<file path="src/rtl/itt_pkg.sv">
// Shared types and constants for the interval timer table.
// Used by the channel interfaces, the controller, the datapath and the top level.
package itt_pkg;

  localparam int SLOTS    = 10;
  localparam int IDX_W    = (SLOTS > 1) ? $clog2(SLOTS) : 1;
  localparam int SLOT_W   = 6;
  localparam int OP_W     = 2;
  localparam int HANDLE_W = 16;
  localparam int TICK_W   = 32;
  localparam int KIND_W   = 2;
  localparam int STAT_W   = 2;

  localparam logic [OP_W-1:0] OP_SET   = 2'd0;
  localparam logic [OP_W-1:0] OP_CLEAR = 2'd1;
  localparam logic [OP_W-1:0] OP_POLL  = 2'd2;

  localparam logic [KIND_W-1:0] KIND_STATUS = 2'd0;
  localparam logic [KIND_W-1:0] KIND_FIRED  = 2'd1;
  localparam logic [KIND_W-1:0] KIND_END    = 2'd2;

  localparam logic [STAT_W-1:0] ST_OK      = 2'd0;
  localparam logic [STAT_W-1:0] ST_FULL    = 2'd1;
  localparam logic [STAT_W-1:0] ST_MISSING = 2'd2;

  typedef enum logic [1:0] {
    S_IDLE,
    S_SCAN,
    S_REPLY
  } state_t;

  // Commands from the controller to the datapath.
  typedef struct packed {
    logic latch;
    logic step;
    logic wr_slot;
    logic mark_ok;
    logic load_fire;
    logic load_final;
  } cmd_t;

  // Status from the datapath to the controller.
  typedef struct packed {
    logic [OP_W-1:0] op;
    logic            hit;
    logic            at_end;
    logic            out_free;
  } sts_t;

endpackage

</file>
<file path="src/rtl/itt_ifs.sv">
// Valid/ready channel interfaces for the interval timer table.
// Depends on itt_pkg for the field widths.
interface itt_in_if;
  logic                          valid;
  logic                          ready;
  logic [itt_pkg::OP_W-1:0]      op;
  logic [itt_pkg::HANDLE_W-1:0]  handle;
  logic [itt_pkg::TICK_W-1:0]    interval;
  logic                          one_shot;
  logic [itt_pkg::TICK_W-1:0]    now_tick;

  modport source (output valid, op, handle, interval, one_shot, now_tick, input ready);
  modport sink   (input valid, op, handle, interval, one_shot, now_tick, output ready);
endinterface

interface itt_out_if;
  logic                          valid;
  logic                          ready;
  logic [itt_pkg::KIND_W-1:0]    kind;
  logic [itt_pkg::STAT_W-1:0]    status;
  logic [itt_pkg::HANDLE_W-1:0]  fired_handle;
  logic [itt_pkg::SLOT_W-1:0]    fired_slot;
  logic                          last;

  modport source (output valid, kind, status, fired_handle, fired_slot, last, input ready);
  modport sink   (input valid, kind, status, fired_handle, fired_slot, last, output ready);
endinterface

</file>
<file path="src/rtl/itt_ctrl.sv">
// Controller state machine for the interval timer table.
// Depends on itt_pkg for the state, command and status types.
module itt_ctrl (
  input  logic            clk,
  input  logic            rst_n,
  input  logic            in_valid,
  output logic            in_ready,
  input  itt_pkg::sts_t   sts,
  output itt_pkg::cmd_t   cmd
);

  itt_pkg::state_t state_r, state_nxt;

  always_ff @(posedge clk) begin
    if (!rst_n) begin
      state_r <= itt_pkg::S_IDLE;
    end else begin
      state_r <= state_nxt;
    end
  end

  // Next state.
  always_comb begin
    state_nxt = state_r;
    case (state_r)
      itt_pkg::S_IDLE: begin
        if (in_valid) begin
          state_nxt = itt_pkg::S_SCAN;
        end
      end
      itt_pkg::S_SCAN: begin
        case (sts.op)
          itt_pkg::OP_SET, itt_pkg::OP_CLEAR: begin
            if (sts.hit || sts.at_end) begin
              state_nxt = itt_pkg::S_REPLY;
            end
          end
          itt_pkg::OP_POLL: begin
            if (sts.at_end && (!sts.hit || sts.out_free)) begin
              state_nxt = itt_pkg::S_REPLY;
            end
          end
          default: begin
            state_nxt = itt_pkg::S_REPLY;
          end
        endcase
      end
      itt_pkg::S_REPLY: begin
        if (sts.out_free) begin
          state_nxt = itt_pkg::S_IDLE;
        end
      end
      default: begin
        state_nxt = itt_pkg::S_IDLE;
      end
    endcase
  end

  // Outputs.
  always_comb begin
    cmd      = '0;
    in_ready = 1'b0;
    case (state_r)
      itt_pkg::S_IDLE: begin
        in_ready  = 1'b1;
        cmd.latch = in_valid;
      end
      itt_pkg::S_SCAN: begin
        case (sts.op)
          itt_pkg::OP_SET, itt_pkg::OP_CLEAR: begin
            if (sts.hit) begin
              cmd.wr_slot = 1'b1;
              cmd.mark_ok = 1'b1;
            end else if (!sts.at_end) begin
              cmd.step = 1'b1;
            end
          end
          itt_pkg::OP_POLL: begin
            if (sts.hit) begin
              if (sts.out_free) begin
                cmd.wr_slot   = 1'b1;
                cmd.load_fire = 1'b1;
                cmd.step      = !sts.at_end;
              end
            end else begin
              cmd.step = !sts.at_end;
            end
          end
          default: begin
          end
        endcase
      end
      itt_pkg::S_REPLY: begin
        cmd.load_final = sts.out_free;
      end
      default: begin
      end
    endcase
  end

endmodule

</file>
<file path="src/rtl/itt_dp.sv">
// Datapath of the interval timer table: slot storage, scan index and result register.
// Depends on itt_pkg for widths, codes and the command and status types.
module itt_dp (
  input  logic                          clk,
  input  logic                          rst_n,
  input  itt_pkg::cmd_t                 cmd,
  output itt_pkg::sts_t                 sts,
  input  logic [itt_pkg::OP_W-1:0]      in_op,
  input  logic [itt_pkg::HANDLE_W-1:0]  in_handle,
  input  logic [itt_pkg::TICK_W-1:0]    in_interval,
  input  logic                          in_one_shot,
  input  logic [itt_pkg::TICK_W-1:0]    in_now_tick,
  input  logic                          out_ready,
  output logic                          out_valid,
  output logic [itt_pkg::KIND_W-1:0]    out_kind,
  output logic [itt_pkg::STAT_W-1:0]    out_status,
  output logic [itt_pkg::HANDLE_W-1:0]  out_fired_handle,
  output logic [itt_pkg::SLOT_W-1:0]    out_fired_slot,
  output logic                          out_last
);

  logic [itt_pkg::HANDLE_W-1:0] handle_r   [itt_pkg::SLOTS];
  logic [itt_pkg::TICK_W-1:0]   interval_r [itt_pkg::SLOTS];
  logic                         once_r     [itt_pkg::SLOTS];
  logic [itt_pkg::TICK_W-1:0]   last_r     [itt_pkg::SLOTS];

  // Latched item.
  logic [itt_pkg::OP_W-1:0]     op_r;
  logic [itt_pkg::HANDLE_W-1:0] hdl_r;
  logic [itt_pkg::TICK_W-1:0]   ival_r;
  logic                         one_shot_r;
  logic [itt_pkg::TICK_W-1:0]   now_r;
  logic [itt_pkg::STAT_W-1:0]   status_r;
  logic [itt_pkg::IDX_W-1:0]    idx_r;

  // Result register.
  logic                         out_valid_r;
  logic [itt_pkg::KIND_W-1:0]   out_kind_r;
  logic [itt_pkg::STAT_W-1:0]   out_status_r;
  logic [itt_pkg::HANDLE_W-1:0] out_handle_r;
  logic [itt_pkg::SLOT_W-1:0]   out_slot_r;
  logic                         out_last_r;

  logic [itt_pkg::HANDLE_W-1:0] cur_handle;
  logic [itt_pkg::TICK_W-1:0]   elapsed;
  logic                         hit;

  assign cur_handle = handle_r[idx_r];
  assign elapsed    = now_r - last_r[idx_r];

  always_comb begin
    case (op_r)
      itt_pkg::OP_SET:   hit = (cur_handle == '0);
      itt_pkg::OP_CLEAR: hit = (cur_handle == hdl_r);
      itt_pkg::OP_POLL:  hit = (cur_handle != '0) && (elapsed >= interval_r[idx_r]);
      default:           hit = 1'b0;
    endcase
  end

  assign sts.op       = op_r;
  assign sts.hit      = hit;
  assign sts.at_end   = (idx_r == itt_pkg::IDX_W'(itt_pkg::SLOTS - 1));
  assign sts.out_free = !out_valid_r || out_ready;

  always_ff @(posedge clk) begin
    if (cmd.latch) begin
      op_r       <= in_op;
      hdl_r      <= in_handle;
      ival_r     <= in_interval;
      one_shot_r <= in_one_shot;
      now_r      <= in_now_tick;
      idx_r      <= '0;
      case (in_op)
        itt_pkg::OP_SET:   status_r <= itt_pkg::ST_FULL;
        itt_pkg::OP_CLEAR: status_r <= itt_pkg::ST_MISSING;
        default:           status_r <= itt_pkg::ST_OK;
      endcase
    end else begin
      if (cmd.step) begin
        idx_r <= idx_r + 1'b1;
      end
      if (cmd.mark_ok) begin
        status_r <= itt_pkg::ST_OK;
      end
    end
  end

  always_ff @(posedge clk) begin
    if (!rst_n) begin
      for (int i = 0; i < itt_pkg::SLOTS; i++) begin
        handle_r[i]   <= '0;
        interval_r[i] <= '0;
        once_r[i]     <= 1'b0;
        last_r[i]     <= '0;
      end
    end else if (cmd.wr_slot) begin
      case (op_r)
        itt_pkg::OP_SET: begin
          handle_r[idx_r]   <= hdl_r;
          interval_r[idx_r] <= ival_r;
          once_r[idx_r]     <= one_shot_r;
        end
        itt_pkg::OP_CLEAR: begin
          handle_r[idx_r]   <= '0;
          interval_r[idx_r] <= '0;
        end
        itt_pkg::OP_POLL: begin
          last_r[idx_r] <= now_r;
          if (once_r[idx_r]) begin
            handle_r[idx_r]   <= '0;
            interval_r[idx_r] <= '0;
          end
        end
        default: begin
        end
      endcase
    end
  end

  always_ff @(posedge clk) begin
    if (!rst_n) begin
      out_valid_r <= 1'b0;
    end else if (cmd.load_fire || cmd.load_final) begin
      out_valid_r <= 1'b1;
    end else if (out_ready) begin
      out_valid_r <= 1'b0;
    end
  end

  always_ff @(posedge clk) begin
    if (cmd.load_fire) begin
      out_kind_r   <= itt_pkg::KIND_FIRED;
      out_status_r <= itt_pkg::ST_OK;
      out_handle_r <= cur_handle;
      out_slot_r   <= itt_pkg::SLOT_W'(idx_r);
      out_last_r   <= 1'b0;
    end else if (cmd.load_final) begin
      out_kind_r   <= (op_r == itt_pkg::OP_POLL) ? itt_pkg::KIND_END : itt_pkg::KIND_STATUS;
      out_status_r <= status_r;
      out_handle_r <= '0;
      out_slot_r   <= '0;
      out_last_r   <= 1'b1;
    end
  end

  assign out_valid        = out_valid_r;
  assign out_kind         = out_kind_r;
  assign out_status       = out_status_r;
  assign out_fired_handle = out_handle_r;
  assign out_fired_slot   = out_slot_r;
  assign out_last         = out_last_r;

endmodule

</file>
<file path="src/rtl/interval_timer_table_top.sv">
// Top level of the interval timer table: controller, datapath and the two channels.
// Depends on itt_pkg, itt_in_if, itt_out_if, itt_ctrl and itt_dp.
//
// The block keeps SLOTS interval timers and works on one request at a time. An
// item is taken in the idle state, then the controller walks the slots in order,
// one slot per cycle unless a fire result waits for the output register, and
// finishes in the reply state, which loads the closing result once the output
// register is free. A set request stops at the first free slot and a clear
// request at the first slot that holds its handle; a poll always visits every
// slot. A fire result is loaded in the same cycle that the walk passes its
// slot; when the output register still holds a result that has not been taken,
// the walk waits on that slot until the transfer happens. The output register
// sits between the walk and the result channel, so the closing result of one
// request may still wait for its transfer while the next request is taken.
// Each poll uses the tick it carried for all of its slots, and every request
// gives a run of results whose final one has last set.
module interval_timer_table_top (
  input logic   clk,
  input logic   rst_n,
  itt_in_if.sink    in_ch,
  itt_out_if.source out_ch
);

  itt_pkg::cmd_t cmd;
  itt_pkg::sts_t sts;
  logic          in_ready;

  // The controller owns the handshake on the input side.
  itt_ctrl u_ctrl (
    .clk      (clk),
    .rst_n    (rst_n),
    .in_valid (in_ch.valid),
    .in_ready (in_ready),
    .sts      (sts),
    .cmd      (cmd)
  );

  assign in_ch.ready = in_ready;

  // The datapath holds the slot table and the output register.
  itt_dp u_dp (
    .clk              (clk),
    .rst_n            (rst_n),
    .cmd              (cmd),
    .sts              (sts),
    .in_op            (in_ch.op),
    .in_handle        (in_ch.handle),
    .in_interval      (in_ch.interval),
    .in_one_shot      (in_ch.one_shot),
    .in_now_tick      (in_ch.now_tick),
    .out_ready        (out_ch.ready),
    .out_valid        (out_ch.valid),
    .out_kind         (out_ch.kind),
    .out_status       (out_ch.status),
    .out_fired_handle (out_ch.fired_handle),
    .out_fired_slot   (out_ch.fired_slot),
    .out_last         (out_ch.last)
  );

  // A result is only loaded when the output register is empty or being emptied.
  a_load_when_free: assert property (@(posedge clk) disable iff (!rst_n)
    (cmd.load_fire || cmd.load_final) |-> sts.out_free)
    else $error("result loaded over a pending result");

  // A fire result and a closing result never compete for the output register.
  a_single_load: assert property (@(posedge clk) disable iff (!rst_n)
    !(cmd.load_fire && cmd.load_final))
    else $error("fire and closing result loaded together");

  // A closing result appears with last set on the next cycle.
  a_final_last: assert property (@(posedge clk) disable iff (!rst_n)
    cmd.load_final |=> (out_ch.valid && out_ch.last))
    else $error("closing result without last");

  // A fire result names a used timer and is never the last result.
  a_fire_result: assert property (@(posedge clk) disable iff (!rst_n)
    cmd.load_fire |=> (out_ch.valid && !out_ch.last &&
                       out_ch.kind == itt_pkg::KIND_FIRED && out_ch.fired_handle != '0))
    else $error("malformed fire result");

endmodule
</file>
<file path="src/flat_wrapper.sv">
// flat-port wrapper written by rule: the top's interface ports become plain ports
module interval_timer_table_top_flat 
  (clk, rst_n, in_ch_valid, in_ch_op, in_ch_handle, in_ch_interval, in_ch_one_shot, in_ch_now_tick, in_ch_ready, out_ch_valid, out_ch_kind, out_ch_status, out_ch_fired_handle, out_ch_fired_slot, out_ch_last, out_ch_ready);
  itt_in_if in_ch_i ();
  itt_out_if out_ch_i ();
  input logic clk;
  input logic rst_n;
  input wire logic [$bits(in_ch_i.valid)-1:0] in_ch_valid;
  input wire logic [$bits(in_ch_i.op)-1:0] in_ch_op;
  input wire logic [$bits(in_ch_i.handle)-1:0] in_ch_handle;
  input wire logic [$bits(in_ch_i.interval)-1:0] in_ch_interval;
  input wire logic [$bits(in_ch_i.one_shot)-1:0] in_ch_one_shot;
  input wire logic [$bits(in_ch_i.now_tick)-1:0] in_ch_now_tick;
  output wire logic [$bits(in_ch_i.ready)-1:0] in_ch_ready;
  output wire logic [$bits(out_ch_i.valid)-1:0] out_ch_valid;
  output wire logic [$bits(out_ch_i.kind)-1:0] out_ch_kind;
  output wire logic [$bits(out_ch_i.status)-1:0] out_ch_status;
  output wire logic [$bits(out_ch_i.fired_handle)-1:0] out_ch_fired_handle;
  output wire logic [$bits(out_ch_i.fired_slot)-1:0] out_ch_fired_slot;
  output wire logic [$bits(out_ch_i.last)-1:0] out_ch_last;
  input wire logic [$bits(out_ch_i.ready)-1:0] out_ch_ready;
  assign in_ch_i.valid = in_ch_valid;
  assign in_ch_i.op = in_ch_op;
  assign in_ch_i.handle = in_ch_handle;
  assign in_ch_i.interval = in_ch_interval;
  assign in_ch_i.one_shot = in_ch_one_shot;
  assign in_ch_i.now_tick = in_ch_now_tick;
  assign in_ch_ready = in_ch_i.ready;
  assign out_ch_valid = out_ch_i.valid;
  assign out_ch_kind = out_ch_i.kind;
  assign out_ch_status = out_ch_i.status;
  assign out_ch_fired_handle = out_ch_i.fired_handle;
  assign out_ch_fired_slot = out_ch_i.fired_slot;
  assign out_ch_last = out_ch_i.last;
  assign out_ch_i.ready = out_ch_ready;
  interval_timer_table_top u_core (.clk(clk), .rst_n(rst_n), .in_ch(in_ch_i), .out_ch(out_ch_i));
endmodule
</file>
<file path="config.mk">
export PLATFORM = sky130hd
export DESIGN_NAME = interval_timer_table_top_flat
export DESIGN_NICKNAME = d
export VERILOG_FILES = /design/src/rtl/itt_pkg.sv /design/src/rtl/itt_ifs.sv /design/src/rtl/itt_ctrl.sv /design/src/rtl/itt_dp.sv /design/src/rtl/interval_timer_table_top.sv /design/src/flat_wrapper.sv
export SDC_FILE = /design/constraint.sdc
export NUM_CORES = 2
export LEC_CHECK = 0
export BUFFER_PORTS_ARGS = -buffer_cell sky130_fd_sc_hd__buf_2
export CORE_ASPECT_RATIO = 1.4
export CORE_MARGIN = 2
export CORE_UTILIZATION = 61
export DETAILED_ROUTE_END_ITERATION = 16
export PLACE_DENSITY = 0.87
export SLEW_MARGIN = 20
export SYNTH_ARGS = -nofsm -noshare
export SYNTH_HDL_FRONTEND = slang
export SYNTH_SLANG_ARGS = --single-unit
</file>
<file path="constraint.sdc">
create_clock -name clk -period 14.3 [get_ports clk]
set_clock_uncertainty 0.2 [all_clocks]
set_input_delay 1.43 -clock clk [delete_from_list [all_inputs] [get_ports clk]]
set_output_delay 1.43 -clock clk [all_outputs]
set_load 0.02 [all_outputs]
</file>
==> run summary <==
Crit Path Category - register to register
Setup bufs post-CTS - 0
Core Area - 0.0994 sq mm
Clk_lat worst skew - 790 ps
Syn avg cell area - 17.0 sq um
Crit path capture type - register
Worst VDD drop - 0.000141 V
Final Hold Viols - 0
CTS root buffer - clkbuf_16
FMAX - 0.101 GHz
DIE AREA - 0.103 sq mm
Overflow after GRT - 0
Post-Syn Area - 0.0610 sq mm
Crit path required time - 14,500 ps
Pre-Repair DR Iteration Count - 8
Worst hold path class - register to register
Max-slew headroom - 22.7%
Hold Buf Count CTS - 0
Post-synth top area cell - edfxtp_1
Crit path arrival time - 10,090 ps
Num CTS Buffers - 130
GRT Total Usage - 33.1%
P per Cell Area - 161 mW/mm^2
Largest net degree at the start of global routing - 117
Mapped Cells - 3,580
Post-CTS Resized - 0
Initial detailed-routing violation count - 5,553
Slew Viols, Final - 0
IO buf count - 113
Worst-Margin Slew - 1160 ps
Via density - 7.11
Top_reg_cell synth - edfxtp_1
Drt drc - 0
Share of Yosys cell area claimed by the top area cell type - 68.5%
Cells along the critical path - buf_12 -> mux4_2 -> mux4_2 -> inv_1 -> ha_1 -> a21o_1 -> a21o_1 -> a311oi_1 -> o21ai_0 -> a31oi_1 -> o21ai_0 -> xor2_1 -> ha_1 -> nand4_1 -> nor4_1 -> a22oi_1 -> nand3_1 -> a31o_2 -> a21oi_1 -> o211ai_4 -> buf_16 -> nand4_4 -> nand2_2 -> buf_4
EDFF count, synth - 1,392
Vias in the first global route - 37,300
CTS tree - built
Ys async rst share - 0%
Utilization after layout - 67.7%
Post-DP HPWL - 88.0 mm
# clock sinks - 1,417
Nets - 3,808
Via count - 36,100
Row cnt - 137
Max Root-Sink Buffers - 3
First-pass GRT wire length - 243 mm
Antenna Nets Post-Route - 0
Yosys reg bits - 1,417
Chip Width - 271 um
Critical path fanouts, max - 104
YS warnings - 0
Final WL - 167 mm
Syn-to-layout area delta - 10.3%
RSZ-0062 raised after global routing - false
Max cap viols - 0
Worst path bufs/invs - 4
Clk slew on worst S/H paths - 70 ps
Setup violations, final - 0
Pleak - 23.7 nW
IO Count - 116
Final worst path period share - 69.2%
Status - complete, no violations
Initial antenna violation count - 4
Die Span Y - 378 um
Dominant cells by area after synthesis - edfxtp_1 (68%), mux4_2 (14%), and3_1 (3.4%), nor2_1 (2.8%), ha_1 (1.4%)
Crit-path max cell delay - 940 ps
Sequential area share after synthesis - 69.3%
Crit-path slowest cell - dfxtp_4
Hold slack - 276 ps
Gp weighted congestion - 0.967
Setup TNS - 0 ps
CP Launch Type - register
Routed length per instance - 33.0 um
Share of layout cells above drive strength 1 - 22.5%
Design Power - 10.9 mW
Yosys cell types - 69
CP delay by family, top - compound AO/OA/AOI/OAI gates
Htree depth - 4
Initial Util - 61.4%
Fin crit period - 9900 ps
## cells in the mapped netlist, drive strengths merged, types with 4 or more instances
cell type / number
a211oi: 8
a21o: 23
a21oi: 31
a31o: 4
a31oi: 6
and2: 83
and3: 333
and4: 7
buf: 111
clkbuf: 132
dfxtp: 25
edfxtp: 1392
ha: 66
inv: 93
mux2: 9
mux2i: 47
mux4: 390
nand2: 106
nand2b: 10
nand3: 15
nand4: 31
nor2: 454
nor2b: 8
nor3: 26
nor4: 7
o2111ai: 4
o211ai: 12
o21a: 6
o21ai: 35
o21bai: 4
o22ai: 6
or2: 8
or3: 7
xnor2: 23
xor2: 24
## cell usage in the layout (no fill, tap or decap), types with 9 or more instances in the layout
cell type,Yosys,routed
a21o_1,23,23
a21oi_1,31,31
and2_1,82,82
and3_1,333,333
buf_2,41,113
buf_4,17,66
bufinv_16,0,10
clkbuf_1,128,21
clkbuf_16,0,135
clkinv_1,2,26
clkinv_2,0,20
dfxtp_1,25,21
edfxtp_1,1392,1392
ha_1,66,66
inv_1,92,91
mux2_2,9,9
mux2i_1,46,46
mux4_2,390,390
nand2_1,106,98
nand2b_1,10,10
nand3_1,14,14
nand4_1,24,24
nor2_1,454,438
nor2_4,0,14
nor3_1,26,22
o211ai_1,11,11
o21ai_0,34,23
o21ai_4,0,11
xnor2_1,23,23
xor2_1,24,24
## worst reg2reg max path, delay by kind of cell (launching register included)
| family | cells | cell delay (ps) |
|---|---|---|
| simple gates | 5 | 2300 |
| xor+xnor | 1 | 210 |
| flops | 1 | 940 |
| mux | 2 | 920 |
| compound gates | 10 | 2700 |
| fa+ha+maj | 2 | 580 |
| buf+inv | 4 | 1650 |
## flip-flops by register name, summed over array words and instances, names as in the netlist, 16 cells and up, named ones only
name,count
u_core.u_dp.handle_r,256
u_core.u_dp.hdl_r,16
u_core.u_dp.interval_r,512
u_core.u_dp.ival_r,32
u_core.u_dp.last_r,512
u_core.u_dp.now_r,32
u_core.u_dp.once_r,16
u_core.u_dp.out_fired_handle,16
## worst paths after layout
kind	startpoint	endpoint	slack, ps	cells after the start
max	register	u_core.u_dp.interval_r[4][21]	4400	24
min	u_core.u_dp.out_last	u_core.u_dp.out_last	280	1
max reg2reg	register	u_core.u_dp.interval_r[4][21]	4400	24
min reg2reg	u_core.u_dp.out_last	u_core.u_dp.out_last	280	1
## routing by layer
layer / global-route usage [%] / vias up / part of all wire, %
li1: - / 14200 / -
met1: 38.7 / 17800 / 30
met2: 54.8 / 3228 / 50
met3: 7.18 / 885 / 12
met4: 23.4 / 0 / 8.1
met5: 0 / - / 0
## cell type report
class	instances	area (sq um)
flip-flops and latches	1417	42300
clock buffers	161	3530
clock inverters	72	712
multi-input cells	1826	17600
diodes	2	5.00
well taps	1320	1650
fillers	5956	32100
repair buffers	184	1170
inverters	95	359
## where the power goes
| group | switching (mW) | total (mW) | internal, mW |
|---|---|---|---|
| Sequential | 0.137 | 4.80 | 4.66 |
| Combinational | 1.44 | 2.56 | 1.12 |
| Clock | 1.55 | 3.50 | 1.95 |
| Total | 3.13 | 10.9 | 7.73 |
## stage by stage
| stage | instances | cell area [sq um] | setup slack [ps] |
|---|---|---|---|
| floorplan | 3581 | 61000 | 3100 |
| global placement | 4841 | 63100 | 4400 |
| detailed placement | 4841 | 63100 | 4160 |
| CTS | 5074 | 67300 | 4050 |
| global route | 5075 | 67300 | 4030 |
| finish | 5077 | 67300 | 4400 |
## cells by family after synthesis
group | count (synthesis) | synth area share (%)
flip-flops | 1417 | 69.3
XOR/XNOR | 47 | 0.674
buffers and inverters | 338 | 2.47
adder cells (fa/ha/maj) | 67 | 1.39
AO/OA/AOI/OAI | 159 | 1.72
multiplexers | 446 | 15.3
AND/OR/NAND/NOR | 1105 | 9.10
other | 1 | 0.00614
(Power assumes the default switching activity.)
